$ cat config.mk
export PLATFORM = sky130hd
export DESIGN_NAME = ordered_array_list_engine_top
export DESIGN_NICKNAME = d
export VERILOG_FILES = /design/src/design/oal_pkg.sv /design/src/design/ordered_array_list_engine_top.sv /design/src/design/oal_obuf.sv
export SDC_FILE = /design/constraint.sdc
export NUM_CORES = 1
export LEC_CHECK = 0
export BUFFER_PORTS_ARGS = -buffer_cell sky130_fd_sc_hd__buf_4
export CAP_MARGIN = 20
export CELL_PAD_IN_SITES_DETAIL_PLACEMENT = 1
export CELL_PAD_IN_SITES_GLOBAL_PLACEMENT = 1
export CORE_MARGIN = 5
export CORE_UTILIZATION = 25
export CTS_BUF_LIST = sky130_fd_sc_hd__clkbuf_16
export DETAILED_ROUTE_END_ITERATION = 10
export PLACE_DENSITY = 0.53
export SYNTH_ARGS = -nofsm -noshare
export SYNTH_HDL_FRONTEND = slang
export SYNTH_SLANG_ARGS = --single-unit
$ cat constraint.sdc
create_clock -name clk -period 7.45 [get_ports clk]
set_input_delay 0.745 -clock clk [delete_from_list [all_inputs] [get_ports clk]]
set_output_delay 0.745 -clock clk [all_outputs]
set_load 0.01 [all_outputs]
$ cat src/design/oal_pkg.sv
`default_nettype none

package oal_pkg;

	// Field widths of one command and one result
	localparam int FUNC_W      = 4;
	localparam int DATA_W      = 32;
	localparam int IDX_W       = 4;
	localparam int CNT_W       = 5;
	localparam int STAT_W      = 3;
	// A list command reports at most this many elements
	localparam int MAX_RESULTS = 16;

	typedef enum logic [FUNC_W-1:0] {
		FN_SEARCH     = 4'd0,
		FN_INS_FRONT  = 4'd1,
		FN_INS_END    = 4'd2,
		FN_INS_AFTER  = 4'd3,
		FN_INS_BEFORE = 4'd4,
		FN_DEL_FRONT  = 4'd5,
		FN_DEL_END    = 4'd6,
		FN_DEL_AFTER  = 4'd7,
		FN_DEL_BEFORE = 4'd8,
		FN_LIST       = 4'd9
	} func_t;

	typedef enum logic [STAT_W-1:0] {
		ST_OK         = 3'd0,
		ST_FULL       = 3'd1,
		ST_EMPTY      = 3'd2,
		ST_NOTFOUND   = 3'd3,
		ST_NONEIGHBOR = 3'd4
	} status_t;

	// One result transaction
	typedef struct packed {
		status_t                  status;
		logic [IDX_W-1:0]         index;
		logic signed [DATA_W-1:0] data;
		logic [CNT_W-1:0]         count;
		logic                     last;
	} res_t;

endpackage

`default_nettype wire

$ cat src/design/ordered_array_list_engine_top.sv
// Channel  | Handshake            | Payload
// ---------+----------------------+------------------------------------
// in       | in_valid / in_stall  | func, key, value
// out      | out_valid / out_stall| status, index, data, count, last
//
// One command at a time. A key search reads one element per cycle from the
// store memory; an insert or delete then shifts one element per cycle through
// that memory's separate read and write ports. A list reads, captures and then
// emits each element in turn, pausing while the result register is stalled.
// Reset clears the element count and the control registers; the store needs no clearing.
// in_stall is high while a command is in progress; out_stall holds the result
// register and pauses a list or the next result.
`default_nettype none

module ordered_array_list_engine_top import oal_pkg::*; #(
	parameter int CAPACITY = 16
) (
	input  wire logic                     clk,
	input  wire logic                     arst_n,
	input  wire logic                     in_valid,
	output logic                          in_stall,
	input  wire logic [FUNC_W-1:0]        func,
	input  wire logic signed [DATA_W-1:0] key,
	input  wire logic signed [DATA_W-1:0] value,
	output logic                          out_valid,
	input  wire logic                     out_stall,
	output logic [STAT_W-1:0]             status,
	output logic [IDX_W-1:0]              index,
	output logic signed [DATA_W-1:0]      data,
	output logic [CNT_W-1:0]              count,
	output logic                          last
);

	localparam int AW = $clog2(CAPACITY);
	localparam int CW = $clog2(CAPACITY + 1);

	typedef enum logic [6:0] {
		S_IDLE = 7'b0000001,
		S_SRCH = 7'b0000010,
		S_UP   = 7'b0000100,
		S_DN   = 7'b0001000,
		S_LRD  = 7'b0010000,
		S_LCAP = 7'b0100000,
		S_EMIT = 7'b1000000
	} state_t;

	state_t                   state_q;
	logic [FUNC_W-1:0]        func_q;
	logic signed [DATA_W-1:0] key_q;
	logic signed [DATA_W-1:0] val_q;
	logic [CW-1:0]            count_q;
	logic [AW-1:0]            pos_q;
	logic [AW-1:0]            rp_q;
	logic [CW-1:0]            rem_q;
	logic [CW-1:0]            sp_q;
	logic [AW-1:0]            lp_q;
	logic                     more_q;
	res_t                     res_q;

	logic                     sv_s1;
	logic                     first_s1;
	logic [AW-1:0]            si_s1;
	logic [AW-1:0]            widx_s1;
	logic [DATA_W-1:0]        rdata_s1;
	logic [DATA_W-1:0]        mem_q [CAPACITY];

	logic                     re;
	logic [AW-1:0]            raddr;
	logic                     we;
	logic [AW-1:0]            waddr;
	logic [DATA_W-1:0]        wdata;

	logic                     is_full;
	logic                     is_empty;
	logic                     srch_hit;
	logic                     srch_end;
	logic [CW-1:0]            lp_nx;
	logic                     lst;
	logic                     out_free;
	res_t                     ld_res;

	logic                     go_emit;
	logic                     go_srch;
	logic                     go_up;
	logic                     go_dn;
	logic                     go_list;
	logic [AW-1:0]            new_pos;
	res_t                     new_res;

	assign in_stall = (state_q != S_IDLE);
	assign is_full  = (count_q >= CW'(CAPACITY));
	assign is_empty = (count_q == '0);

	// Search compare on the data read last cycle
	assign srch_hit = sv_s1 && (rdata_s1 == key_q);
	assign srch_end = sv_s1 && ((CW'(si_s1) + CW'(1)) == count_q);

	// List tail detection
	assign lp_nx = CW'(lp_q) + CW'(1);
	assign lst   = (lp_nx == count_q) || (32'(lp_nx) == MAX_RESULTS);

	// Memory port control
	always_comb begin
		re    = 1'b0;
		raddr = '0;
		we    = 1'b0;
		waddr = '0;
		wdata = '0;
		case (state_q)
			S_SRCH: begin
				if (sp_q < count_q && !srch_hit && !srch_end) begin
					re    = 1'b1;
					raddr = sp_q[AW-1:0];
				end
			end
			S_UP: begin
				if (rem_q != '0) begin
					re    = 1'b1;
					raddr = rp_q;
				end
				if (sv_s1) begin
					we    = 1'b1;
					waddr = widx_s1;
					wdata = rdata_s1;
				end else if (rem_q == '0) begin
					we    = 1'b1;
					waddr = pos_q;
					wdata = val_q;
				end
			end
			S_DN: begin
				if (rem_q != '0) begin
					re    = 1'b1;
					raddr = rp_q;
				end
				if (sv_s1 && !first_s1) begin
					we    = 1'b1;
					waddr = widx_s1;
					wdata = rdata_s1;
				end
			end
			S_LRD: begin
				re    = 1'b1;
				raddr = lp_q;
			end
			default: begin
			end
		endcase
	end

	// Element store: one write and one registered read per cycle
	always_ff @(posedge clk) begin
		if (we) begin
			mem_q[waddr] <= wdata;
		end
		if (re) begin
			rdata_s1 <= mem_q[raddr];
		end
	end

	// Command dispatch on accept and on search completion
	always_comb begin
		go_emit        = 1'b0;
		go_srch        = 1'b0;
		go_up          = 1'b0;
		go_dn          = 1'b0;
		go_list        = 1'b0;
		new_pos        = '0;
		new_res.status = ST_OK;
		new_res.index  = '0;
		new_res.data   = '0;
		new_res.count  = '0;
		new_res.last   = 1'b1;
		case (state_q)
			S_IDLE: begin
				if (in_valid) begin
					case (func)
						FN_SEARCH, FN_DEL_AFTER, FN_DEL_BEFORE: begin
							if (is_empty) begin
								go_emit        = 1'b1;
								new_res.status = ST_EMPTY;
							end else begin
								go_srch = 1'b1;
							end
						end
						FN_INS_AFTER, FN_INS_BEFORE: begin
							if (is_full) begin
								go_emit        = 1'b1;
								new_res.status = ST_FULL;
							end else if (is_empty) begin
								// no element to anchor on
								go_emit        = 1'b1;
								new_res.status = ST_NOTFOUND;
							end else begin
								go_srch = 1'b1;
							end
						end
						FN_INS_FRONT: begin
							if (is_full) begin
								go_emit        = 1'b1;
								new_res.status = ST_FULL;
							end else begin
								go_up = 1'b1;
							end
						end
						FN_INS_END: begin
							if (is_full) begin
								go_emit        = 1'b1;
								new_res.status = ST_FULL;
							end else begin
								go_up   = 1'b1;
								new_pos = AW'(count_q);
							end
						end
						FN_DEL_FRONT: begin
							if (is_empty) begin
								go_emit        = 1'b1;
								new_res.status = ST_EMPTY;
							end else begin
								go_dn = 1'b1;
							end
						end
						FN_DEL_END: begin
							if (is_empty) begin
								go_emit        = 1'b1;
								new_res.status = ST_EMPTY;
							end else begin
								go_dn   = 1'b1;
								new_pos = AW'(count_q - CW'(1));
							end
						end
						FN_LIST: begin
							if (is_empty) begin
								go_emit        = 1'b1;
								new_res.status = ST_EMPTY;
							end else begin
								go_list = 1'b1;
							end
						end
						default: begin
							go_emit = 1'b1;
						end
					endcase
				end
			end
			S_SRCH: begin
				if (srch_hit) begin
					case (func_q)
						FN_SEARCH: begin
							go_emit       = 1'b1;
							new_res.index = IDX_W'(si_s1);
							new_res.data  = key_q;
						end
						FN_INS_AFTER: begin
							go_up   = 1'b1;
							new_pos = si_s1 + AW'(1);
						end
						FN_INS_BEFORE: begin
							go_up   = 1'b1;
							new_pos = si_s1;
						end
						FN_DEL_AFTER: begin
							if (srch_end) begin
								go_emit        = 1'b1;
								new_res.status = ST_NONEIGHBOR;
								new_res.index  = IDX_W'(si_s1);
								new_res.data   = key_q;
							end else begin
								go_dn   = 1'b1;
								new_pos = si_s1 + AW'(1);
							end
						end
						FN_DEL_BEFORE: begin
							if (si_s1 == '0) begin
								go_emit        = 1'b1;
								new_res.status = ST_NONEIGHBOR;
								new_res.data   = key_q;
							end else begin
								go_dn   = 1'b1;
								new_pos = si_s1 - AW'(1);
							end
						end
						default: begin
							go_emit = 1'b1;
						end
					endcase
				end else if (srch_end) begin
					go_emit        = 1'b1;
					new_res.status = ST_NOTFOUND;
				end
			end
			default: begin
			end
		endcase
	end

	// Sequencer
	always_ff @(posedge clk or negedge arst_n) begin
		if (!arst_n) begin
			state_q  <= S_IDLE;
			count_q  <= '0;
			sv_s1    <= 1'b0;
			first_s1 <= 1'b0;
			si_s1    <= '0;
			widx_s1  <= '0;
			func_q   <= '0;
			key_q    <= '0;
			val_q    <= '0;
			pos_q    <= '0;
			rp_q     <= '0;
			rem_q    <= '0;
			sp_q     <= '0;
			lp_q     <= '0;
			more_q   <= 1'b0;
			res_q    <= '0;
		end else begin
			sv_s1 <= re;
			case (state_q)
				S_IDLE: begin
					if (in_valid) begin
						func_q <= func;
						key_q  <= key;
						val_q  <= value;
						sp_q   <= '0;
						lp_q   <= '0;
						more_q <= 1'b0;
					end
				end
				S_SRCH: begin
					if (re) begin
						sp_q  <= sp_q + CW'(1);
						si_s1 <= sp_q[AW-1:0];
					end
				end
				// Shift up, highest element first, then write the new value
				S_UP: begin
					if (rem_q != '0) begin
						widx_s1 <= rp_q + AW'(1);
						rp_q    <= rp_q - AW'(1);
						rem_q   <= rem_q - CW'(1);
					end else if (!sv_s1) begin
						count_q      <= count_q + CW'(1);
						res_q.status <= ST_OK;
						res_q.index  <= IDX_W'(pos_q);
						res_q.data   <= val_q;
						res_q.last   <= 1'b1;
						state_q      <= S_EMIT;
					end
				end
				// Read the removed element, then shift the rest down
				S_DN: begin
					if (rem_q != '0) begin
						first_s1 <= (rp_q == pos_q);
						widx_s1  <= rp_q - AW'(1);
						rp_q     <= rp_q + AW'(1);
						rem_q    <= rem_q - CW'(1);
					end
					if (sv_s1 && first_s1) begin
						res_q.data <= rdata_s1;
					end
					if (rem_q == '0 && !sv_s1) begin
						count_q      <= count_q - CW'(1);
						res_q.status <= ST_OK;
						res_q.index  <= IDX_W'(pos_q);
						res_q.last   <= 1'b1;
						state_q      <= S_EMIT;
					end
				end
				S_LRD: begin
					state_q <= S_LCAP;
				end
				S_LCAP: begin
					res_q.status <= ST_OK;
					res_q.index  <= IDX_W'(lp_q);
					res_q.data   <= rdata_s1;
					res_q.last   <= lst;
					more_q       <= !lst;
					state_q      <= S_EMIT;
				end
				S_EMIT: begin
					if (out_free) begin
						if (more_q) begin
							lp_q    <= lp_q + AW'(1);
							state_q <= S_LRD;
						end else begin
							state_q <= S_IDLE;
						end
					end
				end
				default: begin
					state_q <= S_IDLE;
				end
			endcase

			if (go_emit) begin
				res_q   <= new_res;
				state_q <= S_EMIT;
			end
			if (go_srch) begin
				state_q <= S_SRCH;
			end
			if (go_list) begin
				state_q <= S_LRD;
			end
			if (go_up) begin
				pos_q   <= new_pos;
				rp_q    <= AW'(count_q - CW'(1));
				rem_q   <= count_q - CW'(new_pos);
				state_q <= S_UP;
			end
			if (go_dn) begin
				pos_q   <= new_pos;
				rp_q    <= new_pos;
				rem_q   <= count_q - CW'(new_pos);
				state_q <= S_DN;
			end
		end
	end

	// Result register; count reflects the list after the command
	always_comb begin
		ld_res       = res_q;
		ld_res.count = CNT_W'(count_q);
	end

	oal_obuf u_obuf (
		.clk       (clk),
		.arst_n    (arst_n),
		.load      ((state_q == S_EMIT) && out_free),
		.res       (ld_res),
		.free      (out_free),
		.out_valid (out_valid),
		.out_stall (out_stall),
		.status    (status),
		.index     (index),
		.data      (data),
		.count     (count),
		.last      (last)
	);

	// Shift pipeline never writes the entry it reads in the same cycle
	a_no_rw_collide: assert property (@(posedge clk) disable iff (!arst_n)
		(we && re) |-> (waddr != raddr))
		else $error("store read and write hit the same entry");

	// Count moves by at most one per command
	a_count_step: assert property (@(posedge clk) disable iff (!arst_n)
		(count_q != $past(count_q)) |->
		((count_q == $past(count_q) + CW'(1)) || (count_q == $past(count_q) - CW'(1))))
		else $error("element count jumped");

	a_count_max: assert property (@(posedge clk) disable iff (!arst_n)
		count_q <= CW'(CAPACITY))
		else $error("element count above capacity");

	// A non-final result only shows while a list is still running
	a_list_tail: assert property (@(posedge clk) disable iff (!arst_n)
		(out_valid && !last) |->
		(state_q == S_LRD || state_q == S_LCAP || state_q == S_EMIT))
		else $error("non-final result outside a list");

endmodule

`default_nettype wire

$ cat src/design/oal_obuf.sv
`default_nettype none

module oal_obuf import oal_pkg::*; (
	input  wire logic                     clk,
	input  wire logic                     arst_n,
	input  wire logic                     load,
	input  wire res_t                     res,
	output logic                          free,
	output logic                          out_valid,
	input  wire logic                     out_stall,
	output logic [STAT_W-1:0]             status,
	output logic [IDX_W-1:0]              index,
	output logic signed [DATA_W-1:0]      data,
	output logic [CNT_W-1:0]              count,
	output logic                          last
);

	res_t hold_q;
	logic vld_q;

	// Register is free when empty or being drained this cycle
	assign free = !vld_q || !out_stall;

	always_ff @(posedge clk or negedge arst_n) begin
		if (!arst_n) begin
			vld_q <= 1'b0;
		end else if (load) begin
			vld_q <= 1'b1;
		end else if (!out_stall) begin
			vld_q <= 1'b0;
		end
	end

	always_ff @(posedge clk) begin
		if (load) begin
			hold_q <= res;
		end
	end

	assign out_valid = vld_q;
	assign status    = hold_q.status;
	assign index     = hold_q.index;
	assign data      = hold_q.data;
	assign count     = hold_q.count;
	assign last      = hold_q.last;

endmodule

`default_nettype wire
* Yosys cells after proc, flatten, opt, wreduce, memory -nomap -nowiden *
Memories as Yosys holds them, arrays and structs flattened. A register that Yosys moved wholly into a read port is not among the register bits.
Index checks and enable logic that the tools add are counted.

cells by class
  reduce and logical (&&, ||, !) cells = 53
  magnitude comparators = 2
  eq/ne operators = 47
  multiplexer cells = 125
  add/subtract/negate cells = 12

operators by type and width
  cell                                                 count
  2-to-1 mux 32 bit                                    5
  2-to-1 mux 39 bit                                    3
  case mux 39 bit (3 select lines)                     1
  case mux 32 bit (3 select lines)                     1
  2-to-1 mux 4 bit                                     20
  2-to-1 mux 36 bit                                    2
  2-to-1 mux 7 bit                                     10
  case mux 32 bit (2 select lines)                     1
  case mux 4 bit (2 select lines)                      7
  2-to-1 mux 5 bit                                     10
  2-to-1 mux 45 bit                                    1
  case mux 7 bit (6 select lines)                      1
  2-to-1 mux 1 bit                                     38
  equality test 32 bit                                 1
  != test 7 bit, second input constant                 4
  equality test 4 x 3 -> 1 bit, second input constant  6
  case mux 5 bit (2 select lines)                      2
  != test 2 bit, second input constant                 9
  case mux 4 bit (4 select lines)                      1
  AND reduction 4 bit                                  4
  case mux 1 bit (2 select lines)                      7
  adder 4 x 1 -> 4 bit, second input constant          3
  equality test 4 x 2 -> 1 bit, second input constant  3
  equality test 4 bit, second input constant           3
  44 further kinds                                     96

word-level totals
  output and inout port bits = 47
  input bits = 72
  RAM bits = 512
  memories kept = 1
  word-level logic and storage cells = 265
  register bits = 199

memory list
  memory  words  width  read ports  clocked after memory_dff  write ports  RTL line                             text
  mem_q   16     32     1           1                         1            ordered_array_list_engine_top.sv:65  logic [DATA_W-1:0] mem_q [CAPACITY];

* Depth between registers and ports, before layout *
Gate-level depths: netlist of run 1.

  word-level depth = 12
  gate-level depth with buffers = 18
  depth with buffers taken out = 17

* Modules after synthesis *
A second synthesis of run 1 with hierarchy kept.

unflattened totals
  cells, all modules = 2,586
  area total of the unflattened synthesis = 32,083.3 µm²

modules (own cells, without submodules)
  module                         area each (µm²)  sequential area each (µm²)  instances  cells each
  ordered_array_list_engine_top  30,695.7         20,165.6                    1          2,538
  oal_obuf                       1,387.6          1,376.3                     1          48

* Worst setup path before layout of run 1 *
No wires, ideal clock.

  path type = register to register
  from = reg state_q[3]
  to = reg lp_q[0]
  required time = 7,328 ps
  buffers on the path = 0
  arrival = 3,982 ps
  stages on the path, launching flop included = 6
  library setup time = 122 ps
  setup slack = 3,346 ps
  clock period less this slack = 4,104 ps
  cells stage by stage = dfrtp_1 -> nor4_1 -> nand3_1 -> a21oi_1 -> nor2_1 -> a22o_1

between the ends
  word-level cells in the longest chain between the ends = 3
  elaborated cells on any way between the ends = 8
  those cells by class = 5 x eq/ne; 1 x mux; 2 x reduce/logical

ends and longest elaborated chain
  item                                                                 RTL line                              text
  from (decl)                                                          ordered_array_list_engine_top.sv:47   state_t state_q;
  from (signal assigned)                                               ordered_array_list_engine_top.sv:300  state_q <= S_IDLE;
  from (signal assigned)                                               ordered_array_list_engine_top.sv:347  state_q <= S_EMIT;
  from (signal assigned)                                               ordered_array_list_engine_top.sv:366  state_q <= S_EMIT;
  equality test 7 bit or equality test 7 x 1 -> 1 bit (tied branches)  ordered_array_list_engine_top.sv:318  case (state_q)
  != test 2 bit (no line) or nonzero test 2 bit (tied branches)        n/a
  AND reduction 4 bit (no line)                                        n/a
  to (signal assigned)                                                 ordered_array_list_engine_top.sv:383  lp_q <= lp_q + AW'(1);
  to (decl)                                                            ordered_array_list_engine_top.sv:56   logic [AW-1:0] lp_q;

Parallel ways exist; a longest one is shown, timed or not.
A chain may end at the register's enable or synchronous reset.

* Final worst setup path of run 1 *
  from = reg count_q[2]
  to = reg rdata_s1[8] (read register of mem_q), data pin

between the ends
  word-level cells in the longest chain between the ends = 6
  elaborated cells on any way between the ends = 10
  those cells by class = 1 x order compare; 1 x eq/ne; 4 x mux; 4 x reduce/logical

ends and longest elaborated chain
  item                                                                                RTL line                              text
  from (decl)                                                                         ordered_array_list_engine_top.sv:51   logic [CW-1:0] count_q;
  from (signal assigned)                                                              ordered_array_list_engine_top.sv:342  count_q <= count_q + CW'(1);
  from (signal assigned)                                                              ordered_array_list_engine_top.sv:362  count_q <= count_q - CW'(1);
  parallel branches: the longest is 3 deep, another holds less-than comparator 5 bit  n/a
  logical AND 1 bit (*)                                                               ordered_array_list_engine_top.sv:111  if (sp_q < count_q && !srch_hit && !srch_end) begin
  2-to-1 mux 4 bit or 2-to-1 mux 1 bit (tied branches)                                ordered_array_list_engine_top.sv:111
  case mux 4 bit (3 select lines) or case mux 1 bit (3 select lines) (tied branches)  ordered_array_list_engine_top.sv:109  case (state_q)
  to (decl)                                                                           ordered_array_list_engine_top.sv:64   logic [DATA_W-1:0] rdata_s1;

Every way passes the cells marked *.

==> results.py, run 1 <==
metrics = {
    "run_status": {
        "status": "finished clean",
    },
    "critical_path": {
        "rr_startpoint": "count_q[2]$_DFFE_PN0P_",
        "crit_buf_inv": 2,
        "cpPeakStageDelay_ps": 880,
        "worstSetupStartpointType": "register",
        "crit_fanout": 41,
        "crit_path_top_delay_cell": "o21a_2",
        "ff2ff_setup_slack_ps": 2350,
        "rr_worst_depth": 10,
        "crit_family": "compound AO/OA/AOI/OAI gates",
        "path_cells": "inv_2 -> o21ai_1 -> o221ai_1 -> a2111o_1 -> nand3_4 -> o21a_2 -> buf_4 -> a211oi_1 -> or4_1 -> or3_1",
        "r2r_end": "rdata_s1[8]$_DFFE_PP_",
        "cp.required_ps": 7850,
        "cp-end-kind": "register",
        "worstPathArrival_ps": 5490,
        "criticalPathCategory": "reg -> reg",
        "worst-path-stages": 10,
    },
    "floorplanning": {
        "core_um2": 127000,
        "die_h_um": 367,
        "initial_core_util_pct": 25.1,
        "io_pins": 119,
        "dieArea_um2": 135000,
        "fp-row-count": 131,
        "die_w_um": 367,
    },
    "grt": {
        "grt_overflow_total": 0,
        "grt_max_degree": 130,
        "antenna_found_initial": 3,
        "grt_pass1_wl_um": 149000,
        "track_usage_pct": 14.3,
        "first_global_vias": 22204,
    },
    "logic_synthesis": {
        "syn_nets": 2569,
        "synth.yosys.warnings": 0,
        "synth.top_cells.by_area": "edfxtp_1 (55%), dfrtp_1 (12%), mux2i_1 (5.1%)",
        "synthFlopType": "edfxtp_1",
        "synth_most_common_cell": "edfxtp_1",
        "synth_edf_count": 589,
        "ys_seq_area_share_pct": 67.5,
        "synth_common_cells": "edfxtp_1 (589), nand2_1 (335), o21ai_0 (177)",
        "syn_inst": 2478,
        "syn_avg_cell_area_um2": 12.9,
        "yosysTopAreaCell": "edfxtp_1",
        "ys_types": 79,
        "synth_top_area_share_pct": 55.4,
        "syn-cell-area_um2": 31900,
        "synth-async-reset-ratio_pct": 20.7,
        "ys_ff_latch": 743,
    },
    "clock_network": {
        "cts-htree-levels": 3,
        "postCtsSetupBuffers": 0,
        "cts_buffers": 80,
        "holdBufCountCts": 0,
        "cts_tree": "yes",
        "clock_latency_ps": 670,
        "clock_sinks": 743,
        "root_buffer": "clkbuf_16",
        "cts_resized": 0,
        "cts.clk_slew.worst_paths_ps": 60,
        "clockBufferDepth": 3,
    },
    "routing": {
        "first_iter_violations": 1438,
        "routedWlPerCell_um": 23.2,
        "routed_wirelength_um": 99000,
        "drc": 0,
        "vias": 21112,
        "first_pass_iters": 5,
        "antenna_left": 0,
        "vias_per_cell": 4.94,
    },
    "finish": {
        "drive_above_1_share_pct": 12.3,
        "fill_cells": 13757,
        "final_cells": 4272,
        "area_growth_pct": 17.0,
        "finish.net_count": 2634,
    },
    "place": {
        "portBuffers": 118,
        "dp_slack_ps": 2380,
        "dp_hpwl_um": 62900,
        "place.gp.congestion": 0.776,
        "placed_cells": 4123,
    },
    "power_and_ir_drop": {
        "powerDensity_nw_per_um2": 288,
        "p_leak_nw": 14.5,
        "power.total_mw": 10.8,
        "peakVddDrop_mv": 0.159,
    },
    "timing": {
        "hold_ws_ps": 104,
        "drv_slew": 0,
        "max_freq_mhz": 196,
        "skew_ps": 34.3,
        "setup_viol": 0,
        "min_period_ps": 5100,
        "worst_slack_ps": 2350,
        "relSlewSlack_pct": 26.5,
        "finalHoldViolCount": 0,
        "worst_pin_slew_ps": 1100,
        "tns_ps": 0,
        "rsz0062_at_grt": "no",
        "finalCritPeriodShare_pct": 68.4,
    },
    "job": {
        "drv_cap": 0,
    },
    "worst_hold_path": {
        "worstHoldPathType": "in -> async",
    },
}
==> routing by layer <==
metal | share of wire (%) | routed length, µm | up-vias | global-route usage, %
li1 | - | - | 9499 | -
met1 | 47 | 46600 | 11100 | 19.8
met2 | 47 | 46700 | 408 | 23.4
met3 | 3.8 | 3760 | 105 | 2.14
met4 | 2.0 | 1990 | 0 | 3.86
met5 | 0 | 0 | - | 0
==> kinds of logic (layout without fill, tap and decap cells) <==
group                    after synthesis  count (layout)  share of synthesized area, %
XOR/XNOR                              69              69                          1.89
AO/OA/AOI/OAI                        578             578                          11.5
other                                  0               2                             0
buffers and inverters                204             334                          2.88
adder cells (fa/ha/maj)               19              19                         0.768
multiplexers                         164             164                          5.14
AND/OR/NAND/NOR                      701             701                          10.4
flip-flops                           743             743                          67.5
==> layout by cell type, fill, tap and decap left out, drive strengths merged, types with 8 or more instances in the layout <==
| master | n |
|---|---|
| buf | 164 |
| mux2i | 164 |
| a22o | 35 |
| nand2 | 335 |
| or4 | 32 |
| edfxtp | 589 |
| o22ai | 69 |
| or3 | 36 |
| xor2 | 17 |
| nand4 | 19 |
| nor3 | 18 |
| clkbuf | 80 |
| clkinv | 36 |
| o21ai | 240 |
| a211oi | 132 |
| xnor2 | 52 |
| bufinv | 9 |
| o211ai | 8 |
| inv | 44 |
| ha | 18 |
| dfrtp | 153 |
| nor2 | 74 |
| a21oi | 39 |
| nand3 | 144 |
==> worst register-to-register path: stages, from the launching register on <==
cell      delay (ps)
dfrtp_1          780
inv_2            220
o21ai_1          180
o221ai_1         170
a2111o_1         640
nand3_4          250
o21a_2           890
buf_4            530
a211oi_1         110
or4_1            650
or3_1            420
==> registers in the layout, summed over array words and instances, names as in the netlist, 7 cells and up <==
register,flops
key_q,32
ld_res,40
u_obuf.data,32
mem_q,512
state_q,7
rdata_s1,32
val_q,32
==> cell type report <==
class | count | area, µm² | area share (%)
Inverter | 23 | 86.3 | 0.231
Multi-Input combinational cell | 1531 | 9680 | 25.9
Clock inverter | 67 | 597 | 1.60
Timing Repair Buffer | 164 | 1380 | 3.70
Sequential cell | 743 | 21500 | 57.6
Clock buffer | 80 | 2000 | 5.36
Antenna cell | 2 | 5.00 | 0.0134
Tap cell | 1662 | 2080 | 5.56
==> power by group <==
part           total [mW]  leakage (nW)  switching [mW]  internal [mW]
Clock                3.98          1.32            1.70           2.28
Combinational        1.47          5.09           0.916          0.549
Sequential           5.32          8.12           0.451           4.87
==> worst max-delay path by stage <==
stage	slack, ps	endpoint	start
after floorplan	3350	lp_q[0]$_DFFE_PN0P_	state_q[3]$_DFFE_PN0P_
after global placement	2440	rdata_s1[6]$_DFFE_PP_	rdata_s1[12]$_DFFE_PP_
after detailed placement	2380	rdata_s1[17]$_DFFE_PP_	rdata_s1[12]$_DFFE_PP_
after CTS	2370	rdata_s1[15]$_DFFE_PP_	rdata_s1[12]$_DFFE_PP_
after global routing	2140	rdata_s1[15]$_DFFE_PP_	rdata_s1[12]$_DFFE_PP_
final	2350	rdata_s1[8]$_DFFE_PP_	count_q[2]$_DFFE_PN0P_
==> through the flow <==
stage | instance area (µm²) | utilization [%]
6_report | 37400 | 29.4
5_1_grt | 37400 | 29.4
4_1_cts | 37400 | 29.4
3_5_place_dp | 34800 | 27.3
3_3_place_gp | 34600 | 27.2
2_1_floorplan | 31900 | -
No activity file was read; power rests on OpenSTA's default activity.
==> run 2: changes to the inputs <==
--- a/config.mk
+++ b/config.mk
@@ -5,6 +5,7 @@
 export SDC_FILE = /design/constraint.sdc
 export NUM_CORES = 1
 export LEC_CHECK = 0
+export ABC_AREA = 1
 export BUFFER_PORTS_ARGS = -buffer_cell sky130_fd_sc_hd__buf_4
 export CAP_MARGIN = 20
 export CELL_PAD_IN_SITES_DETAIL_PLACEMENT = 1
@@ -13,7 +14,7 @@
 export CORE_UTILIZATION = 25
 export CTS_BUF_LIST = sky130_fd_sc_hd__clkbuf_16
 export DETAILED_ROUTE_END_ITERATION = 10
-export PLACE_DENSITY = 0.53
+export PLACE_DENSITY = 0.54
 export SYNTH_ARGS = -nofsm -noshare
 export SYNTH_HDL_FRONTEND = slang
 export SYNTH_SLANG_ARGS = --single-unit
==> constraint.sdc (replaced) <==
create_clock -name clk -period 4.8 [get_ports clk]
set_input_delay 0.48 -clock clk [delete_from_list [all_inputs] [get_ports clk]]
set_output_delay 0.48 -clock clk [all_outputs]
set_load 0.01 [all_outputs]
==> run 2 against run 1 <==
Net effect: wire length up 17%; critical endpoint is now rdata_s1[11]$_DFFE_PP_; critical path depth up 5; clock power up 56%; highest routed layer unchanged; worst setup slack worse by 1600 ps; non-clock buffer count up 73; total power up 56%.
==> results.py, run 2 <==
metrics = {
    "clock_network": {
        "clock_latency_ps": 670,
        "clock_sinks": 743,
        "cts.clk_slew.worst_paths_ps": 60,
        "postCtsSetupBuffers": 0,
        "cts_resized": 0,
        "cts_buffers": 83,
        "cts_tree": "yes",
        "holdBufCountCts": 20,
        "cts-htree-levels": 3,
        "clockBufferDepth": 3,
        "root_buffer": "clkbuf_16",
    },
    "place": {
        "portBuffers": 118,
        "post_dp_cell_area_um2": 37800,
        "dp_slack_ps": 816,
        "dp_hpwl_um": 70300,
        "place.gp.congestion": 0.844,
    },
    "finish": {
        "area_growth_pct": 18.8,
        "largest_reg_flops": 512,
        "post-route-util_pct": 29.9,
        "final_cell_area_um2": 40600,
        "layout_common_cells": "nand2_1 (729), nand3_1 (646), edfxtp_1 (589)",
        "drive_above_1_share_pct": 10.5,
        "final_common_cell": "nand2_1",
        "fill_cells": 15440,
        "finish.net_count": 3695,
        "max_flop_register": "mem_q",
    },
    "routing": {
        "first_pass_iters": 8,
        "vias_per_cell": 4.63,
        "drc": 0,
        "routed_wirelength_um": 116000,
        "routedWlPerCell_um": 21.2,
        "antenna_left": 0,
        "vias": 25225,
        "first_iter_violations": 1878,
    },
    "power_and_ir_drop": {
        "combPwrFrac_pct": 16.0,
        "power_frac_seq_pct": 46.8,
        "internal-power_mw": 11.8,
        "powerDensity_nw_per_um2": 412,
        "p_leak_nw": 16.6,
        "clkPwrFrac_pct": 37.1,
        "sw_frac_of_total_pct": 29.8,
        "peakVddDrop_mv": 0.248,
        "p_switching_mw": 4.99,
    },
    "floorplanning": {
        "die_h_um": 380,
        "dieArea_um2": 144000,
        "fp-row-count": 135,
        "io_pins": 119,
        "core_um2": 136000,
        "initial_core_util_pct": 25.2,
        "die_w_um": 380,
    },
    "grt": {
        "grt_overflow_total": 0,
        "antenna_found_initial": 8,
        "track_usage_pct": 15.6,
        "grt_max_degree": 163,
        "first_global_vias": 25766,
        "grt_pass1_wl_um": 172000,
    },
    "timing": {
        "drv_slew": 0,
        "relSlewSlack_pct": 24.3,
        "rsz0062_at_grt": "no",
        "max_freq_mhz": 248,
        "worst_slack_ps": 761,
        "setup_viol": 0,
        "tns_ps": 0,
        "finalCritPeriodShare_pct": 84.2,
        "skew_ps": 41.7,
        "worst_pin_slew_ps": 1140,
        "min_period_ps": 4040,
        "finalHoldViolCount": 0,
    },
    "worst_hold_path": {
        "worstHoldStart": "key[1]",
        "whs_endpoint": "key_q[1]$_DFFE_PN0P_",
        "hold_path_depth": 3,
        "worstHoldPathType": "in -> reg",
    },
    "job": {
        "drv_cap": 0,
    },
    "logic_synthesis": {
        "ys_ff_latch": 743,
        "synth_top_area_share_pct": 51.8,
        "syn_nets": 3553,
        "synth_most_common_cell": "nand2_1",
        "syn_inst": 3462,
        "synthFlopType": "edfxtp_1",
        "ys_seq_area_share_pct": 63.0,
        "synth_edf_count": 589,
        "ys_types": 46,
        "synth_common_cells": "nand2_1 (733), nand3_1 (647), edfxtp_1 (589)",
        "synth-async-reset-ratio_pct": 20.7,
        "syn_avg_cell_area_um2": 9.87,
        "syn-cell-area_um2": 34200,
        "synth.top_cells.by_area": "edfxtp_1 (52%), dfrtp_1 (11%), nand3_1 (9.5%)",
        "yosysTopAreaCell": "edfxtp_1",
        "synth.yosys.warnings": 0,
    },
    "critical_path": {
        "cp.required_ps": 5240,
        "criticalPathCategory": "reg -> reg",
        "crit_fanout": 28,
        "crit_family": "simple AND/OR/NAND/NOR gates",
        "ff2ff_setup_slack_ps": 760,
        "rr_startpoint": "state_q[0]$_DFFE_PN1P_",
        "cp-end-kind": "register",
        "path_common_cell": "nand2_1",
        "r2r_end": "rdata_s1[11]$_DFFE_PP_",
        "crit_buf_inv": 4,
        "rr_worst_depth": 15,
        "crit_path_top_delay_cell": "dfstp_2",
        "cpPeakStageDelay_ps": 550,
        "path_cells": "inv_1 -> nand2_1 -> nor3_1 -> nand2_1 -> nand2_1 -> nand2_1 -> inv_1 -> a22oi_1 -> nand2_4 -> inv_4 -> buf_4 -> nand3_1 -> nand3_1 -> nand3_1 -> nand2_1",
        "worstPathArrival_ps": 4480,
        "worstSetupStartpointType": "register",
    },
    "run_status": {
        "status": "finished clean",
    },
}
run 2: cell type report:
cell class,instances,area [µm²],share of cell area (%)
flip-flops and latches,743,21500,53.0
inverters,554,2080,5.13
repair buffers,237,2210,5.44
clock buffers,87,2180,5.36
diodes,1,2.50,0.00616
well taps,1781,2230,5.49
clock inverters,60,438,1.08
multi-input cells,1985,9930,24.4
run 2: layer usage:
| layer | vias to the layer above | share of wire, % | GRT usage, % |
|---|---|---|---|
| met4 | 0 | 2.3 | 4.32 |
| met3 | 138 | 3.9 | 1.87 |
| li1 | 11897 | - | - |
| met1 | 12704 | 47 | 21.5 |
| met5 | - | 0 | 0 |
| met2 | 486 | 47 | 25.9 |
run 2: worst max path at each step:
| stage | startpoint | endpoint | cells past startpoint | slack (ps) |
|---|---|---|---|---|
| finish | state_q[0]$_DFFE_PN1P_ | rdata_s1[11]$_DFFE_PP_ | 15 | 760 |
| global route | state_q[1]$_DFFE_PN0P_ | rdata_s1[19]$_DFFE_PP_ | 15 | 540 |
| CTS | state_q[0]$_DFFE_PN1P_ | rdata_s1[11]$_DFFE_PP_ | 15 | 800 |
| detailed placement | state_q[0]$_DFFE_PN1P_ | rdata_s1[11]$_DFFE_PP_ | 15 | 820 |
| global placement | state_q[1]$_DFFE_PN0P_ | rdata_s1[28]$_DFFE_PP_ | 15 | 900 |
| floorplan | state_q[2]$_DFFE_PN0P_ | u_obuf.count[0]$_DFFE_PP_ | 7 | 1030 |
run 2: cell families after synthesis:
| logic type | count (synthesis) | synth area share (%) |
|---|---|---|
| mux | 2 | 0.0586 |
| compound gates | 278 | 4.70 |
| simple gates | 1655 | 22.2 |
| fa+ha+maj | 19 | 0.718 |
| buf+inv | 734 | 8.53 |
| xor+xnor | 31 | 0.794 |
| flops | 743 | 63.0 |
run 2: worst register-to-register path, stage by stage (launching register included):
cell	delay (ps)
dfstp_2	550
inv_1	60
nand2_1	130
nor3_1	70
nand2_1	370
nand2_1	160
nand2_1	410
inv_1	260
a22oi_1	300
nand2_4	270
inv_4	160
buf_4	390
nand3_1	160
nand3_1	100
nand3_1	120
nand2_1	310
run 2: power groups by stage:
stage / Combinational, mW / Clock [mW] / Sequential, mW
floorplan: 1.68 / 0 / 7.86
global placement: 2.68 / 0 / 7.96
detailed placement: 2.71 / 0 / 7.97
CTS: 2.73 / 6.39 / 7.84
global route: 3.01 / 6.64 / 7.90
finish: 2.69 / 6.21 / 7.84
run 2: metrics by stage:
stage	hold slack (ps)	total power, mW	instances
after floorplan	184	9.55	3462
after global placement	431	10.6	5280
after detailed placement	433	10.7	5280
after CTS	0.336	17.0	5447
after global routing	32.3	17.6	5447
final	42.1	16.7	5448
